--- src/design/ita_pkg.sv ---
`default_nettype none

package ita_pkg;

  // default width of the signed input value
  localparam int unsigned ValueWidthDef = 32;

  // radix register
  localparam int unsigned RadixW = 6;
  localparam logic [RadixW-1:0] RadixReset = RadixW'(10);
  localparam logic [RadixW-1:0] RadixMin = RadixW'(2);
  localparam logic [RadixW-1:0] RadixMax = RadixW'(36);

  // character codes
  localparam int unsigned CharW = 7;
  localparam logic [CharW-1:0] CharMinus = 7'h2d;
  localparam logic [CharW-1:0] CharZero = 7'h30;
  localparam logic [CharW-1:0] CharLowerA = 7'h61;
  localparam logic [CharW-1:0] CharNone = 7'h00;

  // quotient bits retired per cycle by the divider
  localparam int unsigned DivSteps = 8;

  function automatic logic [CharW-1:0] digit_char(input logic [RadixW-1:0] d);
    logic [CharW-1:0] dx;
    dx = CharW'(d);
    if (d < RadixW'(10)) begin
      digit_char = CharZero + dx;
    end else begin
      digit_char = CharLowerA + dx - CharW'(10);
    end
  endfunction

endpackage

`default_nettype wire

--- src/design/int_to_ascii_radix.sv ---
// a request is taken in idle; the divider then builds each digit from CEIL(VALUE_WIDTH/8) chunks
//   of the dividend, and characters go out one per cycle while the receiver does not stall
// one number at a time; the next request is taken once the last character is loaded
//   into the output register
// reset: radix returns to 10, sequencer idle, output register empty
`default_nettype none

module int_to_ascii_radix #(
  parameter int unsigned VALUE_WIDTH = ita_pkg::ValueWidthDef
) (
  input  logic                                clk_i,
  input  logic                                rst_ni,
  // number request channel
  input  logic                                in_valid_i,
  output logic                                in_stall_o,
  input  logic signed [VALUE_WIDTH-1:0]       value_i,
  // radix register write
  input  logic                                radix_we_i,
  input  logic [ita_pkg::RadixW-1:0]          radix_i,
  // character channel
  output logic                                out_valid_o,
  input  logic                                out_stall_i,
  output logic [ita_pkg::CharW-1:0]           char_code_o,
  output logic                                last_char_o,
  output logic                                bad_radix_o
);

  import ita_pkg::*;

  // dividend padded to whole chunks of DivSteps bits; leading zeros only add zero quotient bits
  localparam int unsigned Chunks = (VALUE_WIDTH + DivSteps - 1) / DivSteps;
  localparam int unsigned PadW = Chunks * DivSteps;
  localparam int unsigned CntW = (Chunks > 1) ? $clog2(Chunks) : 1;
  // a base 2 magnitude of the most negative value needs VALUE_WIDTH digits
  localparam int unsigned NdigW = $clog2(VALUE_WIDTH + 1);

  // sequencer states
  localparam logic [1:0] StIdle = 2'd0;
  localparam logic [1:0] StDiv  = 2'd1;
  localparam logic [1:0] StEmit = 2'd2;
  localparam logic [1:0] StBad  = 2'd3;

  logic [1:0]             state_q;
  logic [CntW-1:0]        cnt_q;       // chunk within the current digit
  logic [NdigW-1:0]       ndig_q;      // digits held on the stack
  logic                   neg_q;       // minus sign still to be sent
  logic                   out_valid_q;
  logic [RadixW-1:0]      radix_q;

  logic [RadixW-1:0]      base_q;      // radix captured with the request
  logic [PadW-1:0]        num_q;       // dividend, shifting out as quotient shifts in
  logic [RadixW-1:0]      rem_q;       // partial remainder, always below the base
  logic [RadixW-1:0]      dig_q [VALUE_WIDTH];  // digit stack, top at entry 0
  logic [CharW-1:0]       char_q;
  logic                   last_q;
  logic                   bad_q;

  logic                   accept;
  logic                   radix_bad;
  logic                   out_free;
  logic                   div_last;
  logic                   div_done;
  logic                   emit_go;
  logic                   bad_go;
  logic [VALUE_WIDTH-1:0] mag;
  logic [PadW-1:0]        div_num;
  logic [RadixW-1:0]      div_rem;
  logic [RadixW:0]        trial;

  assign accept    = in_valid_i && (state_q == StIdle);
  assign radix_bad = !(radix_q inside {[RadixMin:RadixMax]});
  assign out_free  = !out_valid_q || !out_stall_i;
  assign div_last  = (state_q == StDiv) && (cnt_q == CntW'(Chunks - 1));
  assign div_done  = div_last && (div_num == '0);
  assign emit_go   = (state_q == StEmit) && out_free;
  assign bad_go    = (state_q == StBad) && out_free;

  // magnitude; the most negative value maps onto 2^(VALUE_WIDTH-1), which still fits unsigned
  assign mag = value_i[VALUE_WIDTH-1] ? (~$unsigned(value_i) + 1'b1) : $unsigned(value_i);

  // shared divider: restoring division, DivSteps quotient bits per cycle on a 6-bit remainder
  always_comb begin
    div_num = num_q;
    div_rem = rem_q;
    trial   = '0;
    for (int j = 0; j < DivSteps; j++) begin
      trial   = {div_rem, div_num[PadW-1]};
      div_num = {div_num[PadW-2:0], 1'b0};
      if (trial >= {1'b0, base_q}) begin
        trial      = trial - {1'b0, base_q};
        div_num[0] = 1'b1;
      end
      div_rem = trial[RadixW-1:0];
    end
  end

  // sequencer and handshake state
  always_ff @(posedge clk_i or negedge rst_ni) begin
    if (!rst_ni) begin
      state_q     <= StIdle;
      cnt_q       <= '0;
      ndig_q      <= '0;
      neg_q       <= 1'b0;
      out_valid_q <= 1'b0;
      radix_q     <= RadixReset;
    end else begin
      if (radix_we_i) begin
        radix_q <= radix_i;
      end

      case (state_q)
        StIdle: begin
          if (accept) begin
            state_q <= radix_bad ? StBad : StDiv;
            cnt_q   <= '0;
            ndig_q  <= '0;
            neg_q   <= value_i[VALUE_WIDTH-1];
          end
        end
        StDiv: begin
          cnt_q <= div_last ? '0 : cnt_q + 1'b1;
          if (div_last) begin
            ndig_q <= ndig_q + 1'b1;
          end
          if (div_done) begin
            state_q <= StEmit;
          end
        end
        StEmit: begin
          if (emit_go) begin
            if (neg_q) begin
              neg_q <= 1'b0;
            end else begin
              ndig_q <= ndig_q - 1'b1;
              if (ndig_q == NdigW'(1)) begin
                state_q <= StIdle;
              end
            end
          end
        end
        StBad: begin
          if (bad_go) begin
            state_q <= StIdle;
          end
        end
        default: begin
          state_q <= StIdle;
        end
      endcase

      // output register frees on take, refills from the sequencer
      if (emit_go || bad_go) begin
        out_valid_q <= 1'b1;
      end else if (!out_stall_i) begin
        out_valid_q <= 1'b0;
      end
    end
  end

  // datapath, no reset needed
  always_ff @(posedge clk_i) begin
    if (accept) begin
      base_q <= radix_q;
      num_q  <= PadW'(mag);
      rem_q  <= '0;
    end

    if (state_q == StDiv) begin
      num_q <= div_num;
      if (div_last) begin
        // digit complete: push remainder, restart on the quotient
        rem_q <= '0;
        dig_q[0] <= div_rem;
        for (int i = 1; i < VALUE_WIDTH; i++) begin
          dig_q[i] <= dig_q[i-1];
        end
      end else begin
        rem_q <= div_rem;
      end
    end

    if (emit_go) begin
      bad_q <= 1'b0;
      if (neg_q) begin
        char_q <= CharMinus;
        last_q <= 1'b0;
      end else begin
        // most significant digit was pushed last, so it sits on top
        char_q <= digit_char(dig_q[0]);
        last_q <= (ndig_q == NdigW'(1));
        for (int i = 0; i < VALUE_WIDTH - 1; i++) begin
          dig_q[i] <= dig_q[i+1];
        end
      end
    end

    if (bad_go) begin
      char_q <= CharNone;
      last_q <= 1'b1;
      bad_q  <= 1'b1;
    end
  end

  assign in_stall_o  = (state_q != StIdle);
  assign out_valid_o = out_valid_q;
  assign char_code_o = char_q;
  assign last_char_o = last_q;
  assign bad_radix_o = bad_q;

endmodule

`default_nettype wire

--- config.mk ---
export PLATFORM = sky130hd
export DESIGN_NAME = int_to_ascii_radix
export DESIGN_NICKNAME = d
export VERILOG_FILES = /design/src/design/ita_pkg.sv /design/src/design/int_to_ascii_radix.sv
export SDC_FILE = /design/constraint.sdc
export NUM_CORES = 1
export LEC_CHECK = 0
export ABC_CLOCK_PERIOD_IN_PS = 26600
export BUFFER_PORTS_ARGS = -buffer_cell sky130_fd_sc_hd__buf_4
export CORE_UTILIZATION = 40
export DETAILED_ROUTE_END_ITERATION = 7
export REMOVE_ABC_BUFFERS = 1
export SLEW_MARGIN = 10
export SYNTH_ARGS = -nofsm -noshare
export SYNTH_HDL_FRONTEND = slang
export SYNTH_SLANG_ARGS = --single-unit
--- constraint.sdc ---
create_clock -name clk_i -period 26.6 [get_ports clk_i]
set_clock_uncertainty 0.2 [all_clocks]
set_input_delay 3.99 -clock clk_i [delete_from_list [all_inputs] [get_ports clk_i]]
set_output_delay 3.99 -clock clk_i [all_outputs]
set_load 0.005 [all_outputs]
==> results of run 1 <==
==> sequential cells by signal (all words and copies together) (netlist names) <==
signal / cells
radix_q: 6
neg_q: 1
cnt_q: 2
state_q: 2
ndig_q: 6
last_char_o: 1
dig_q: 192
out_valid_o: 1
char_code_o: 7
rem_q: 6
num_q: 32
bad_radix_o: 1
base_q: 6
==> area by class of cell <==
class / count / area (µm²)
Antenna cell: 1 / 2.50
Clock buffer: 29 / 726
Clock inverter: 25 / 273
Fill cell: 3321 / 19300
Inverter: 50 / 188
Multi-Input combinational cell: 1012 / 6650
Sequential cell: 263 / 7720
Tap cell: 461 / 577
Timing Repair Buffer: 59 / 443
==> placed cells by master, fill, tap and decap left out, drive strengths merged, types with 5 or more instances in the layout <==
cell / instances
nand2: 380
edfxtp: 236
mux2: 101
o21ai: 73
ha: 63
buf: 59
nor2: 56
inv: 51
xor2: 38
a21oi: 33
clkbuf: 29
xnor2: 20
mux2i: 20
a21o: 19
dfrtp: 16
nor3: 15
clkinv: 15
nand3: 14
nor2b: 13
nand2b: 12
o31ai: 10
nor4: 9
dfxtp: 9
a211oi: 9
and2: 8
fa: 8
a22o: 7
nand4: 7
a221oi: 7
a31oi: 6
or3: 6
bufinv: 6
o21a: 6
o31a: 5
and3: 5
o211ai: 5
a21boi: 5
==> stage by stage <==
step	instances	hold WS (ps)	area, µm²
final	1900	255	16600
after global routing	1899	277	16600
after global placement	1845	227	15600
after floorplan	1325	222	14500
after detailed placement	1845	235	15600
after CTS	1899	261	16600
==> routing by layer <==
layer	GRT usage, %	up-vias	part of all wire [%]
met5	0	-	0.044
met4	3.67	2	1.8
met3	2.19	40	3.3
met2	25.3	157	46
met1	22.9	4739	49
li1	-	5023	-
==> worst register-to-register path: cells and delay by family, from the launching register on <==
family | cells | cell delay (ps)
muxes | 7 | 2710
DFF | 1 | 690
adders and majority gates | 8 | 2110
AOI/OAI and AO/OA | 38 | 10620
buffers and inverters | 5 | 690
and+or+nand+nor | 11 | 1700
==> worst paths after layout <==
kind,start,depth (start not counted),end
setup / recovery,base_q[1]$_DFFE_PP_,69,rem_q[2]$_SDFFCE_PP0P_
hold / removal,dig_q[0][183]$_DFFE_PP_,0,dig_q[0][189]$_DFFE_PP_
setup reg to reg,base_q[1]$_DFFE_PP_,69,rem_q[2]$_SDFFCE_PP0P_
hold reg to reg,dig_q[0][183]$_DFFE_PP_,0,dig_q[0][189]$_DFFE_PP_
min in group asynchronous,rst_ni,1,out_valid_o$_DFFE_PN0P_
max in group asynchronous,rst_ni,1,radix_q[1]$_DFFE_PN1P_
==> logic make-up (layout without fill, tap and decap cells) <==
logic type | after synthesis | count (layout) | share of synthesized area (%)
and+or+nand+nor | 542 | 542 | 15.6
DFF | 263 | 263 | 52.4
AOI/OAI and AO/OA | 220 | 220 | 10.3
muxes | 121 | 121 | 9.13
buffers and inverters | 102 | 163 | 2.68
adders and majority gates | 71 | 71 | 6.44
xor gates and xnor gates | 58 | 58 | 3.45
other | 0 | 1 | 0
==> metrics.cfg, run 1 <==
[status]
status = finished, final reports clean

[floorplan]
fp.dieArea_um2 = 37600
start_util_pct = 41.0
io_pins = 54
row_count = 69
die_h_um = 194
core-area_um2 = 35900
die_w_um = 194

[sta]
setup_tns_ps = 0
slew_viol_final = 0
period_share_pct = 71.0
fmax_ghz = 0.0529
layout_setup_ws_ps = 7710
grt_setup_unrepaired = false
finalSetupViolations = 0
worstMarginPinSlew_ps = 1140
fin_crit_ps = 18890
finalHoldViolCount = 0
slew_headroom_pct = 24.0

[logic_synthesis]
synth_seq_cells = 263
async_flop_share_pct = 6.84
synth_common_cells = 380 x nand2_1, 236 x edfxtp_1, 99 x mux2_2
synth.most_common_cell = nand2_1
syn_inst = 1377
netlist_area_um2 = 14700
yosysSeqAreaShare_pct = 52.4
yosysTopAreaCellShare_pct = 48.1
synth_area_leaders = edfxtp_1 48%, nand2_1 9.7%, mux2_2 7.6%, ha_1 5.4%, dfrtp_1 2.7%
synth_cell_types = 81
avgSynthCellArea_um2 = 10.7
synthFlopType = edfxtp_1
yosysTopAreaCell = edfxtp_1
synth.yosys.warnings = 0
synth-edff-count = 236

[global_routing]
grt_usage_pct = 15.9
overflow = 0
grt_max_degree = 113
grt_pass1_wl_um = 50000
grt_antenna_before_repair = 3
grt_pass1_vias = 9818

[clocking]
cts_root_buf = clkbuf_16
postCtsSetupBuffers = 0
cts_htree_levels = 1
clockBufferDepth = 3
cts_tree = yes
post_cts_resized = 0
clk_pin_slew_worst_paths_ps = 60
cts_sinks = 263
numCtsBuffers = 29
hold_buffers = 0
worstSkewPairLatency_ps = 540

[routing]
wl_per_cell_um = 15.5
vias = 9961
antenna_left = 0
drtIter0Drc = 745
drc = 0
wirelength_um = 29500
drtPass1Iterations = 5
via_per_inst = 5.24

[placement]
portBuffers = 53
post-place-ws_ps = 7970
dp_hpwl_um = 19900
gp_congestion = 0.870

[worst_setup_path]
critical-path-slowest-cell = a211oi_1
cp.arrival_ps = 19060
critPathCaptureType = register
crit_path_max_incr_delay_ps = 740
cpMostUsedCell = ha_1
r2r_slack_ps = 7710
cpLargestDelayFamily = compound AO/OA/AOI/OAI gates
start_kind = register
crit_buf_inv = 5
required_ps = 26770
critPathMaxFanout = 13
critical_path_class = register to register

[run]
cap_violations = 0

[final_layout]
layout-area-overhead-vs-synth_pct = 12.5
drive_gt1_share_pct = 15.8
layout.nets = 1529
finish.utilization_pct = 46.1

[min_path]
hp-class = register to register

Power of run 1 is not shown: default switching activity piles up to over one toggle a cycle in this logic, so the estimate is an artifact.
==> run 2, diff against run 1 <==
Settings changed: ABC_CLOCK_PERIOD_IN_PS 26600 to 15200.
Clock period 26.6 ns to 15.2 ns, I/O delays scaled along.
==> run 2 against run 1 <==
Via count is 4.5% higher. Largest cell class unchanged. Critical path type unchanged. Die area unchanged. Global-route usage increased by 0.41 points. Sequential cell count did not move. Worst hold slack lost 7.5 ps. Clock-buffer cell count up 8. Critical endpoint is now state_q[0]$_DFFE_PN0P_. Final cell count increased by 4.7%. Non-clock buffer count is 92 higher.
==> metrics.cfg, run 2 (synthesis results as in run 1) <==
[global_routing]
grt_max_degree = 112  ; was 113
grt_pass1_wl_um = 51000  ; was 50,000 µm
grt_pass1_vias = 10300  ; was 9,818
overflow = 0  ; unchanged
grt_antenna_before_repair = 0  ; was 3
grt_usage_pct = 16.3  ; was 15.9%

[final_layout]
nFillCells = 3237  ; was 3,321
regArea_um2 = 7720  ; unchanged
fin_cells = 1990  ; was 1,900
mostFrequentLayoutCell = nand2_1  ; unchanged
mostFrequentLayoutCells = 378 x nand2_1, 236 x edfxtp_1, 147 x buf_4  ; was 378 x nand2_1, 236 x edfxtp_1, 99 x mux2_2
largest_reg_flops = 192  ; unchanged
layout-area-overhead-vs-synth_pct = 19.2  ; was 12.5%
multi_input_area_um2 = 6960  ; was 6650 µm²
antennaDiodeCount = 0  ; was 1
finish.utilization_pct = 48.9  ; was 46.1%
top_register = dig_q  ; unchanged
drive_gt1_share_pct = 23.7  ; was 15.8%
layout.nets = 1621  ; was 1,529

[worst_setup_path]
critPathMaxFanout = 8  ; was 13
critical_path_class = register to register  ; unchanged
start_kind = register  ; unchanged
crit_path_max_incr_delay_ps = 430  ; was 740 ps
cpLargestDelayFamily = compound AO/OA/AOI/OAI gates  ; unchanged
critical-path-slowest-cell = edfxtp_1  ; was a211oi_1
crit_buf_inv = 5  ; unchanged
critPathCaptureType = register  ; unchanged
required_ps = 15460  ; was 26,770 ps
cp.arrival_ps = 15090  ; was 19,060 ps
cpMostUsedCell = a21o_1  ; was ha_1

[routing]
drtPass1Iterations = 5  ; unchanged
drtIter0Drc = 641  ; was 745
wl_per_cell_um = 15.6  ; was 15.5 µm
via_per_inst = 5.23  ; was 5.24
wirelength_um = 31100  ; was 29,500 µm
antenna_left = 0  ; unchanged
drc = 0  ; unchanged
vias = 10400  ; was 9,961

[clocking]
cts_htree_levels = 1  ; unchanged
cts_root_buf = clkbuf_16  ; unchanged
hold_buffers = 0  ; unchanged
cts_tree = yes  ; unchanged
worstSkewPairLatency_ps = 560  ; was 540 ps
numCtsBuffers = 29  ; unchanged
clockBufferDepth = 3  ; unchanged
cts_sinks = 263  ; unchanged
clk_pin_slew_worst_paths_ps = 60  ; about the same

[sta]
fmax_ghz = 0.0674  ; was 0.0529 GHz
slew_viol_final = 0  ; unchanged
finalSetupViolations = 0  ; unchanged
hold_slack_ps = 247  ; was 255 ps
finalHoldViolCount = 0  ; unchanged
period_share_pct = 97.6  ; was 71.0%
fin_crit_ps = 14830  ; was 18,890 ps
slew_headroom_pct = 26.7  ; was 24.0%
worstMarginPinSlew_ps = 1100  ; was 1140 ps

[status]
status = finished, final reports clean  ; unchanged

[placement]
dp_cells = 1917  ; was 1,845
gp_congestion = 0.898  ; was 0.870
portBuffers = 53  ; unchanged
dp_hpwl_um = 20900  ; was 19,900 µm

[floorplan]
row_count = 69  ; unchanged
fp.dieArea_um2 = 37600  ; unchanged
core-area_um2 = 35900  ; unchanged
io_pins = 54  ; unchanged
start_util_pct = 41.0  ; unchanged
die_w_um = 194  ; unchanged
die_h_um = 194  ; unchanged

[min_path]
hp-class = register to register  ; unchanged

[run]
cap_violations = 0  ; unchanged

## run 2: final timing paths
check | from | endpoint | slack, ps | cells past startpoint
hold reg to reg | dig_q[0][183]$_DFFE_PP_ | dig_q[0][189]$_DFFE_PP_ | 250 | 0
min in group asynchronous | rst_ni | radix_q[4]$_DFFE_PN0P_ | 1390 | 1
setup reg to reg | rem_q[3]$_SDFFCE_PP0P_ | state_q[0]$_DFFE_PN0P_ | 370 | 69
hold / removal | dig_q[0][183]$_DFFE_PP_ | dig_q[0][189]$_DFFE_PP_ | 250 | 0
max in group asynchronous | rst_ni | radix_q[1]$_DFFE_PN1P_ | 13140 | 1
setup / recovery | rem_q[3]$_SDFFCE_PP0P_ | state_q[0]$_DFFE_PN0P_ | 370 | 69
## run 2: repair_timing
| item | 4_1_cts | 5_1_grt |
|---|---|---|
| gates resized for setup | 8 | 64 |
| setup buffers | 6 | 14 |
| setup endpoints to repair | 15 | 15 |
| pin swaps | 1 | 43 |
## run 2: layout make-up
| type | instances | share of cell area [%] |
|---|---|---|
| Timing Repair Buffer | 151 | 6.56 |
| Multi-Input combinational cell | 1012 | 39.6 |
| Tap cell | 461 | 3.29 |
| Clock inverter | 16 | 1.00 |
| Clock buffer | 37 | 4.48 |
| Sequential cell | 263 | 44.0 |
| Inverter | 50 | 1.08 |
## run 2: stage by stage
step | area, µm² | setup WS, ps | setup TNS [ps]
2_1_floorplan | 14500 | -1450 | -18640
3_3_place_gp | 16100 | 89.7 | 0
3_5_place_dp | 16100 | -400 | -4610
4_1_cts | 17200 | 31.3 | 0
5_1_grt | 17600 | -180 | -1510
6_report | 17600 | 372 | 0
## run 2: layer usage
layer / vias up / wire length (µm) / track usage, %
met3: 71 / 1100 / 2.21
met5: - / 0 / 0
met1: 4954 / 14800 / 22.6
met4: 0 / 837 / 4.50
li1: 5196 / - / -
met2: 193 / 14400 / 26.7
Power of run 2 is left out for the same reason.
